**src/frr90_pkg.sv**
```systemverilog
// ----------------------------------------------------------------------------
// frr90_pkg
// Types, constants and helper functions of the region rotation unit.
// ----------------------------------------------------------------------------
package frr90_pkg;

  localparam int FRAME_BYTES_DEF = 32768;
  localparam int COORD_W         = 10;
  localparam int SUM_W           = 21;
  localparam int CFG_IDX_W       = 3;
  localparam int CFG_DATA_W      = 9;

  typedef logic signed [COORD_W-1:0] coord_t;

  typedef enum logic [1:0] {
    OP_WRITE  = 2'd0,
    OP_READ   = 2'd1,
    OP_ROTATE = 2'd2,
    OP_NONE   = 2'd3
  } op_t;

  typedef enum logic [CFG_IDX_W-1:0] {
    CFG_REGION_X = 3'd0,
    CFG_REGION_Y = 3'd1,
    CFG_REGION_W = 3'd2,
    CFG_REGION_H = 3'd3,
    CFG_ROW_BYTES = 3'd4,
    CFG_PIXEL_FORMAT = 3'd5
  } cfg_idx_t;

  typedef enum logic [2:0] {
    S_IDLE,
    S_ADDR,
    S_READ,
    S_WB,
    S_DONE
  } state_t;

  typedef enum logic [1:0] {
    PT_A,
    PT_B,
    PT_C,
    PT_D
  } pt_t;

  typedef struct packed {
    logic [2:0] bitpos;
    logic       oor;
  } loc_t;

  // corner visited at each of the eight accesses of one rotation step
  function automatic pt_t rot_point(logic dir, logic [2:0] step);
    pt_t pt;
    case (step)
      3'd0, 3'd2: pt = PT_A;
      3'd1, 3'd4: pt = dir ? PT_B : PT_D;
      3'd3, 3'd6: pt = PT_C;
      3'd5, 3'd7: pt = dir ? PT_D : PT_B;
      default:    pt = PT_A;
    endcase
    return pt;
  endfunction

  function automatic logic rot_is_set(logic [2:0] step);
    return step inside {3'd2, 3'd4, 3'd6, 3'd7};
  endfunction

endpackage

```
**src/frr90_addr.sv**
```systemverilog
// ----------------------------------------------------------------------------
// frr90_addr
// Address unit: maps a pixel coordinate to a byte address, bit and range flag.
// ----------------------------------------------------------------------------
module frr90_addr
  import frr90_pkg::*;
#(
  parameter int FRAME_BYTES = FRAME_BYTES_DEF,
  parameter int AW          = 15
) (
  input  coord_t        x,
  input  coord_t        y,
  input  logic [8:0]    row_bytes,
  input  logic          packed_fmt,
  output logic [AW-1:0] addr,
  output loc_t          loc
);

  logic signed [COORD_W-1:0]   col;
  logic signed [2*COORD_W-1:0] prod;
  logic signed [SUM_W-1:0]     sum;

  always_comb begin
    col  = packed_fmt ? (x >>> 3) : x;
    prod = y * $signed({1'b0, row_bytes});
    sum  = SUM_W'(prod) + SUM_W'(col);
    addr = sum[AW-1:0];
    loc.bitpos = packed_fmt ? x[2:0] : 3'd0;
    loc.oor    = sum[SUM_W-1] || (sum >= $signed(SUM_W'(FRAME_BYTES)));
  end

endmodule

```
**config.mk**
```make
export PLATFORM = sky130hd
export DESIGN_NAME = frr90_addr
export DESIGN_NICKNAME = d
export VERILOG_FILES = /design/src/frr90_pkg.sv /design/src/frr90_addr.sv
export SDC_FILE = /design/constraint.sdc
export NUM_CORES = 1
export LEC_CHECK = 0
export BUFFER_PORTS_ARGS = -buffer_cell sky130_fd_sc_hd__buf_4
export CELL_PAD_IN_SITES_DETAIL_PLACEMENT = 0
export CELL_PAD_IN_SITES_GLOBAL_PLACEMENT = 1
export CORE_MARGIN = 10
export CORE_UTILIZATION = 52
export DETAILED_ROUTE_END_ITERATION = 16
export GPL_TIMING_DRIVEN = 0
export PLACE_DENSITY = 0.91
export SLEW_MARGIN = 20
export SYNTH_ARGS = -nofsm -noshare
export SYNTH_HDL_FRONTEND = slang
export SYNTH_SLANG_ARGS = --single-unit
```
**constraint.sdc**
```tcl
create_clock -name vclk -period 14.2
set_clock_uncertainty 0.2 [all_clocks]
set_input_delay 2.84 -clock vclk [all_inputs]
set_output_delay 2.84 -clock vclk [all_outputs]
set_load 0.02 [all_outputs]
```
After elaboration in Yosys (flattened, before gate mapping)
Cells that the tools add are included.
- bits in registers: 0
- input bits: 30
- output and inout port bits: 19
- word-level logic and storage cells: 6
- add/sub/neg operators: 1
- multiply operators: 1
- $lt $le $gt $ge: 1
- muxes and demuxes: 2
- reductions and logical operators: 1
- operators by type and width (operator ; count):
    adder 20 x 10 -> 21 bit ; 1
    greater-or-equal comparator 21 x 17 -> 1 bit (second input constant) ; 1
    multiplier 10 x 10 -> 20 bit ; 1
    two-way mux 9 bit ; 1
    two-way mux 3 bit ; 1
    logical OR 1 bit ; 1

Longest topological paths before layout
Gate-level depths: netlist of the first run.
- word-level depth: 4
- depth in mapped cells: 23
- gate-level depth less buffers: 21

Least setup slack after synthesis of the first run
OpenSTA, ideal clock, no wires.
- kind: input port to output port
- start: in row_bytes[4]
- end: out loc[0] (netlist name)
- arrival: 8.125 ns
- required time: 11.160 ns
- path slack: 3.035 ns
- stages on the path: 20
- path through: clkbuf_1 nand2_1 inv_1 fa_1 inv_1 fa_1 inv_1 fa_1 fa_1 inv_1 fa_1 inv_1 ha_1 a21o_1 a2111oi_4 a211oi_1 o21a_1 or3_1 a2111oi_2 nand2_1
- RTL lines (element ; RTL line ; text):
    start, declared ; frr90_addr.sv:13 ; input logic [8:0] row_bytes,
    end, declared ; frr90_addr.sv:16 ; output loc_t loc

==> results of run 1 <==
## metrics by stage
| stage | hold WS, ns | area [sq um] | instances | setup slack, ns |
|---|---|---|---|---|
| floorplan | 5.68 | 4580 | 545 | 3.03 |
| global placement | 5.80 | 4990 | 689 | 2.45 |
| detailed placement | 5.80 | 4990 | 689 | 2.35 |
| CTS | 5.80 | 4990 | 689 | 2.33 |
| global route | 5.82 | 4990 | 689 | 2.00 |
| finish | 5.80 | 4990 | 689 | 2.32 |
## per-layer routing
metal | GRT usage | wire length (um) | vias up
met4 | 0.0159 | 113 | 0
met3 | 0.0126 | 400 | 8
li1 | - | - | 1683
met2 | 0.309 | 5570 | 66
met5 | 0 | 0 | -
met1 | 0.183 | 3640 | 1818
## critical path: stages
cell,delay [ns]
clkbuf_1,0.35
nand2_1,0.23
fa_1,0.67
inv_1,0.14
fa_1,0.57
inv_1,0.15
fa_1,0.55
inv_1,0.06
fa_1,0.53
inv_1,0.06
fa_1,0.54
inv_1,0.04
ha_1,0.26
clkbuf_1,0.26
nand4_1,0.24
a211oi_1,0.30
o31ai_1,0.11
a21oi_1,0.23
o22ai_1,0.14
xnor2_1,0.14
and4b_1,0.20
nand2_1,0.06
buf_4,0.17
## kinds of logic after synthesis
logic type,synth area share
multiplexers,0.0251
adder cells (fa/ha/maj),0.574
XOR/XNOR,0.0306
buffers and inverters,0.150
AO/OA/AOI/OAI,0.0809
AND/OR/NAND/NOR,0.140
## cell usage after synthesis (2+ instances only)
master    count
nand3_1       6
ha_1         50
buf_1         2
nand2b_1      4
o21bai_1      4
nor2_1        6
o211ai_1      3
xnor2_1      10
fa_1        100
clkbuf_1     16
nor3_1        5
o22ai_1       2
a211oi_1      2
and2_1       42
a21oi_1      21
a21o_1        6
inv_1       165
mux2_2        4
mux2i_1       7
nand2_1      59
nand4_1       2
o21ai_0       7
xor2_1        6
## layout make-up
class | instances | area share
tap | 108 | 0.0271
inverter | 165 | 0.124
timing repair buffer | 36 | 0.0542
multi-input combinational | 362 | 0.781
buffer | 18 | 0.0136
## path summary, 6_finish.rpt
kind / from / endpoint / slack [ns] / cells after the start
worst max-delay path: row_bytes[1] / loc[0] / 2.32 / 23
worst min-delay path: x[1] / loc[2] / 5.80 / 3
## layout by cell type (no fill, tap or decap), types with 2 or more instances in the layout
cell	count
inv_1	165
nand3_1	6
mux2_2	4
ha_1	50
nand2b_1	4
a211oi_1	2
nor3_1	5
xor2_1	6
fa_1	100
xnor2_1	10
mux2i_1	7
o21ai_0	7
o211ai_1	3
buf_4	36
nand2_1	59
nor2_1	6
o21bai_1	4
nand4_1	2
clkbuf_1	16
a21oi_1	21
and2_1	42
a21o_1	6
buf_1	2
o22ai_1	2
==> impl_results.md, run 1 <==
* DP Wirelength at 8890 um
* Fillers at 816
* Mapped Area at 0.00458 sq mm
* Post-DRT Antenna Nets at 0
* Slew margin rel. at 0.636
* Slew Limit Fails at 0
* WL final at 9720 um
* Seq_cells at 0
* Post-CTS Hold Buffers at 0
* Post-CTS sizing at 0
* Via/cell ratio at 5.19
* Core region area at 0.00864 sq mm
* Synth Net Count at 725
* Num rows at 34
* Synth-to-Final Area Change at 8.85%
* Die H at 114 um
* Via count at 3575
* Vias in the first global route at 3773
* Synth top area share at 0.437
* Max-Cap Viols at 0
* Syn_area_per_cell at 8.40 sq um
* # DRC at 0
* Post-CTS Setup Inserts at 0
* Syn Inst Count at 545
* Distinct cells, synth at 39
* Part of the Yosys area used for sequential elements at 0
* Avg WL per Cell at 14.1 um
* Utilization after layout at 0.577
* First-pass GRT wire length at 17200 um
* PortBufs at 36
* Largest net degree at the start of global routing at 11
* Die area at 0.0130 sq mm
* Min Tclk post-route at 11.88 ns
* Final Hold Fails at 0
* GRT Resource Usage Total at 0.156
* CP Launch Type: input pin
* Crit path DAT at 8.84 ns
* Initial antenna violation count at 0
* Clock Buffer Count at 0
* Fraction of layout cells with a size suffix above 1 at 0.0740
* Initial Utilization at 0.530
* First drt pass iteration count at 4
* Warnings from Yosys at 0
* Diode count at 0
* NumNets Final at 763
* Number of top-level pins at 49
* FF/Latch Area at 0 sq um
* GRT Residual Overflow at 0
* Endpoint class of the critical path: output pin
* Ranking of synthesized cells by area: fa_1, ha_1, inv_1
* Tightest Pin Transition at 0.538 ns
* Final worst path period share at 0.837
* Initial DRC Count at 128
* Area of the multi-input gates at 0.00389 sq mm
* Die Wd at 114 um
* Worst-path maximum fanout at 10
* Status: finished, final reports clean
* Crit Path Class: in -> out
* Final number of setup-violating endpoints at 0
* Setup TNS at 0 ns
* Synth area leader: fa_1
* Worst min path class: in -> out
* Worst Path Required at 11.16 ns
* RSZ-0062 raised after global routing: false
* Last weighted congestion value of the routability-driven placer at 0.834
* Max Freq at 84.2 MHz
Power of run 1 is left out: the tool's default activity adds up to more than one toggle a clock period on the data nets, which glitch-free logic cannot reach.
==> inputs of run 2 (changes only) <==
--- a/config.mk
+++ b/config.mk
@@ -9,10 +9,10 @@
 export CELL_PAD_IN_SITES_DETAIL_PLACEMENT = 0
 export CELL_PAD_IN_SITES_GLOBAL_PLACEMENT = 1
 export CORE_MARGIN = 10
-export CORE_UTILIZATION = 52
+export CORE_UTILIZATION = 48
 export DETAILED_ROUTE_END_ITERATION = 16
 export GPL_TIMING_DRIVEN = 0
-export PLACE_DENSITY = 0.91
+export PLACE_DENSITY = 0.85
 export SLEW_MARGIN = 20
 export SYNTH_ARGS = -nofsm -noshare
 export SYNTH_HDL_FRONTEND = slang
==> constraint.sdc (replaced) <==
create_clock -name vclk -period 11.3
set_clock_uncertainty 0.2 [all_clocks]
set_input_delay 2.26 -clock vclk [all_inputs]
set_output_delay 2.26 -clock vclk [all_outputs]
set_load 0.02 [all_outputs]
==> impl_results.md, run 2 (synthesis gave the netlist of run 1 again) <==
* GRT Residual Overflow at 0 (unchanged)
* Largest net degree at the start of global routing at 11 (unchanged)
* Max Freq at 93.2 MHz
* RSZ-0062 raised after global routing: false
* Tightest Pin Transition at 0.559 ns (+0.0217 ns)
* Most frequent cells in the layout: inv_1, fa_1, nand2_1
* Status: finished, final reports clean
* Initial DRC Count at 126 (-1.6%)
* Endpoint class of the critical path: output pin
* Slew margin rel. at 0.621 (-0.0147)
* NumNets Final at 763 (unchanged)
* Min Tclk post-route at 10.73 ns
* Diode count at 0 (unchanged)
* # DRC at 0 (unchanged)
* Core region area at 0.00928 sq mm (+7.5%)
* Post-CTS sizing at 0 (unchanged)
* Number of top-level pins at 49 (unchanged)
* Final Hold Fails at 0 (unchanged)
* Setup TNS at 0 ns (unchanged)
* DP Wirelength at 8650 um (-2.7%)
* Worst min path class: in -> out
* Last weighted congestion value of the routability-driven placer at 0.798 (-4.4%)
* GRT Resource Usage Total at 0.141 (-0.0157)
* Die Wd at 118 um (+3.4%)
* Synth-to-Final Area Change at 9.42%
* CP Launch Type: input pin
* Initial antenna violation count at 0 (unchanged)
* Vias in the first global route at 3627 (-3.9%)
* Via/cell ratio at 5.02 (-3.3%)
* Fillers at 929 (+14%)
* Avg WL per Cell at 13.6 um (-3.5%)
* Via count at 3563 (-0.34%)
* Final number of setup-violating endpoints at 0 (unchanged)
* Post-CTS Setup Inserts at 0 (unchanged)
* Crit Path Class: in -> out
* FF/Latch Area at 0 sq um (unchanged)
* Num rows at 35 (+2.9%)
* Die area at 0.0139 sq mm (+6.8%)
* Initial Utilization at 0.493 (-0.0370)
* PortBufs at 36 (unchanged)
* Clock Buffer Count at 0 (unchanged)
* Max-Cap Viols at 0 (unchanged)
* First drt pass iteration count at 4 (unchanged)
* Seq_cells at 0 (unchanged)
* Worst Path Required at 8.84 ns (-2.32 ns)
* WL final at 9670 um (-0.52%)
* Commonest non-fill, non-tap cell in the layout: inv_1
* Slew Limit Fails at 0 (unchanged)
* Post-DRT Antenna Nets at 0 (unchanged)
* Final worst path period share at 0.949
* First-pass GRT wire length at 17000 um (-1.3%)
* Die H at 118 um (+3.4%)
* Worst-path maximum fanout at 10 (unchanged)
* Post-CTS Hold Buffers at 0 (unchanged)
* Crit path DAT at 8.27 ns (-0.57 ns)
* Fraction of layout cells with a size suffix above 1 at 0.0740 (unchanged)
## run 2: cell counts in the layout (fill, tap and decap cells not counted)
No cell type changed its count.
## run 2: worst max-delay path, stage by stage
cell and delay [ns]:
clkbuf_1 0.37, nand2_1 0.22, fa_1 0.68, inv_1 0.13, fa_1 0.56, inv_1 0.12, fa_1 0.54, inv_1 0.05
fa_1 0.54, inv_1 0.06, fa_1 0.54, inv_1 0.04, ha_1 0.26, clkbuf_1 0.26, nand4_1 0.24, a211oi_1 0.30
o31ai_1 0.11, a21oi_1 0.26, o22ai_1 0.15, xnor2_1 0.15, and4b_1 0.21, nand2_1 0.06, buf_4 0.16
## run 2: layout make-up
| type | instances | area [sq um] | share of cell area |
|---|---|---|---|
| buffer | 18 | 67.6 | 0.0135 |
| multi-input combinational | 362 | 3890 | 0.777 |
| timing repair buffer | 36 | 270 | 0.0539 |
| inverter | 165 | 619 | 0.124 |
| tap | 129 | 161 | 0.0322 |
## run 2: path summary, 6_finish.rpt
kind	end	from	slack, ns	cells past startpoint
max	loc[0]	row_bytes[1]	0.57	23
min	loc[3]	x[2]	4.64	3
## run 2: stage by stage
step / setup slack [ns] / instances / hold slack, ns / cell area [sq um] / utilization
after detailed placement: 0.668 / 710 / 4.64 / 5010 / 0.540
after floorplan: 1.29 / 545 / 4.52 / 4580 / -
after CTS: 0.622 / 710 / 4.64 / 5010 / 0.540
after global placement: 0.682 / 710 / 4.64 / 5010 / 0.540
final: 0.575 / 710 / 4.64 / 5010 / 0.540
after global routing: 0.304 / 710 / 4.65 / 5010 / 0.540
## run 2: per-layer routing
layer | track usage | vias to the layer above | wire, um
li1 | - | 1681 | -
met1 | 0.176 | 1811 | 3810
met2 | 0.269 | 67 | 5410
met3 | 0.00719 | 4 | 385
met4 | 0.00850 | 0 | 63
met5 | 0 | - | 0
Power of run 2 is left out for the same reason.
==> inputs of run 3 (changes only) <==
--- a/config.mk
+++ b/config.mk
@@ -9,10 +9,10 @@
 export CELL_PAD_IN_SITES_DETAIL_PLACEMENT = 0
 export CELL_PAD_IN_SITES_GLOBAL_PLACEMENT = 1
 export CORE_MARGIN = 10
-export CORE_UTILIZATION = 48
+export CORE_UTILIZATION = 30
 export DETAILED_ROUTE_END_ITERATION = 16
 export GPL_TIMING_DRIVEN = 0
-export PLACE_DENSITY = 0.85
+export PLACE_DENSITY = 0.58
 export SLEW_MARGIN = 20
 export SYNTH_ARGS = -nofsm -noshare
 export SYNTH_HDL_FRONTEND = slang
==> impl_results.md, run 3 (synthesis gave the netlist of run 1 again) <==
* Status: finished, final reports clean
* Min Tclk post-route at 10.75 ns (+0.0277 ns)
* Max Freq at 93.0 MHz (-0.26%)
* Initial DRC Count at 98 (-22%)
* Last weighted congestion value of the routability-driven placer at 0.793 (-0.55%)
* Dpl ws at 0.516 ns (-0.153 ns)
* Seq_cells at 0 (unchanged)
* Worst-path maximum fanout at 10 (unchanged)
* Clock Buffer Count at 0 (unchanged)
* Die area at 0.0206 sq mm (+49%)
* Slew Limit Fails at 0 (unchanged)
* Number of top-level pins at 49 (unchanged)
* Vias in the first global route at 3647 (+0.55%)
* Crit Path Class: in -> out
* Largest net degree at the start of global routing at 11 (unchanged)
* DP Wirelength at 9230 um (+6.7%)
* Post-CTS Setup Inserts at 0 (unchanged)
* Final WS setup at 0.547 ns (-0.0277 ns)
* Synth-to-Final Area Change at 11.0%
* Diode count at 0 (unchanged)
* PortBufs at 36 (unchanged)
* Core region area at 0.0151 sq mm (+63%)
* Crit path DAT at 8.29 ns (+0.02 ns)
* Die Wd at 144 um (+22%)
* Finished Layout Cells at 769 (+8.3%)
* # DRC at 0 (unchanged)
* Slew margin rel. at 0.630 (+0.00868)
* Post-CTS Hold Buffers at 0 (unchanged)
* NumNets Final at 763 (unchanged)
* FF/Latch Area at 0 sq um (unchanged)
* Post-CTS sizing at 0 (unchanged)
* CP Launch Type: input pin
* Setup TNS at 0 ns (unchanged)
* First-pass GRT wire length at 17000 um (+0.41%)
* Most frequent cells in the layout: inv_1, fa_1, nand2_1
* Worst hold path depth at 3 (unchanged)
* Via count at 3508 (-1.5%)
* Die H at 144 um (+22%)
* Final number of setup-violating endpoints at 0 (unchanged)
* Final worst path period share at 0.952 (+0.00245)
* Endpoint class of the critical path: output pin
* GRT Resource Usage Total at 0.0988 (-0.0418)
* Commonest non-fill, non-tap cell in the layout: inv_1
* Max-Cap Viols at 0 (unchanged)
* Worst Hold End: loc[3]
* Initial Utilization at 0.304 (-0.190)
* Placed inst area at 0.00509 sq mm (+1.5%)
* Placed insts at 769 (+8.3%)
* WL final at 10100 um (+4.8%)
* GRT Residual Overflow at 0 (unchanged)
* Worst Path Required at 8.84 ns (about the same)
* First drt pass iteration count at 6 (+2)
* Via/cell ratio at 4.56 (-9.1%)
* Tightest Pin Transition at 0.546 ns (-0.0128 ns)
* Fraction of layout cells with a size suffix above 1 at 0.0740 (unchanged)
* RSZ-0062 raised after global routing: false
* Final Hold Fails at 0 (unchanged)
* Initial antenna violation count at 0 (unchanged)
* Worst min path class: in -> out
* Crit. Startpoint: row_bytes[1]
* Startpoint of the worst hold path: x[2]
* Final instance area at 0.00509 sq mm (+1.5%)
* Avg WL per Cell at 13.2 um (-3.3%)
* Post-DRT Antenna Nets at 0 (unchanged)
* Num rows at 45 (+29%)
[run 3: worst max-delay path by stage]
stage,to,slack [ns],cells after the start
final,loc[0],0.55,23
after global routing,loc[0],0.05,23
after CTS,loc[0],0.49,23
after detailed placement,loc[0],0.52,23
after global placement,loc[0],0.53,23
after floorplan,loc[0],1.29,20
[run 3: critical path, stage by stage]
cell and delay [ns]:
clkbuf_1 0.37, nand2_1 0.23, fa_1 0.68, inv_1 0.13
fa_1 0.56, inv_1 0.12, fa_1 0.55, inv_1 0.06
fa_1 0.53, inv_1 0.05, fa_1 0.52, inv_1 0.04
ha_1 0.26, clkbuf_1 0.25, nand4_1 0.24, a211oi_1 0.32
o31ai_1 0.11, a21oi_1 0.25, o22ai_1 0.15, xnor2_1 0.17
and4b_1 0.21, nand2_1 0.05, buf_4 0.16
[run 3: stage by stage]
step | hold WS, ns | utilization
after floorplan | 4.52 | -
after global placement | 4.64 | 0.337
after detailed placement | 4.65 | 0.337
after CTS | 4.65 | 0.337
after global routing | 4.66 | 0.337
final | 4.65 | 0.337
[run 3: cell type report]
cell class                      instances  area, sq um
Buffer                                 18         67.6
Fill cell                            1645        10000
Multi-Input combinational cell        362         3890
Timing Repair Buffer                   36          270
Inverter                              165          619
Tap cell                              188          235
[run 3: per-layer routing]
metal | up-vias | GRT usage | routed length [um]
met4 | 0 | 0.00269 | 28
li1 | 1683 | - | -
met1 | 1780 | 0.123 | 4190
met2 | 43 | 0.191 | 5540
met5 | - | 0 | 0
met3 | 2 | 0.00594 | 370
Power of run 3 is left out for the same reason.
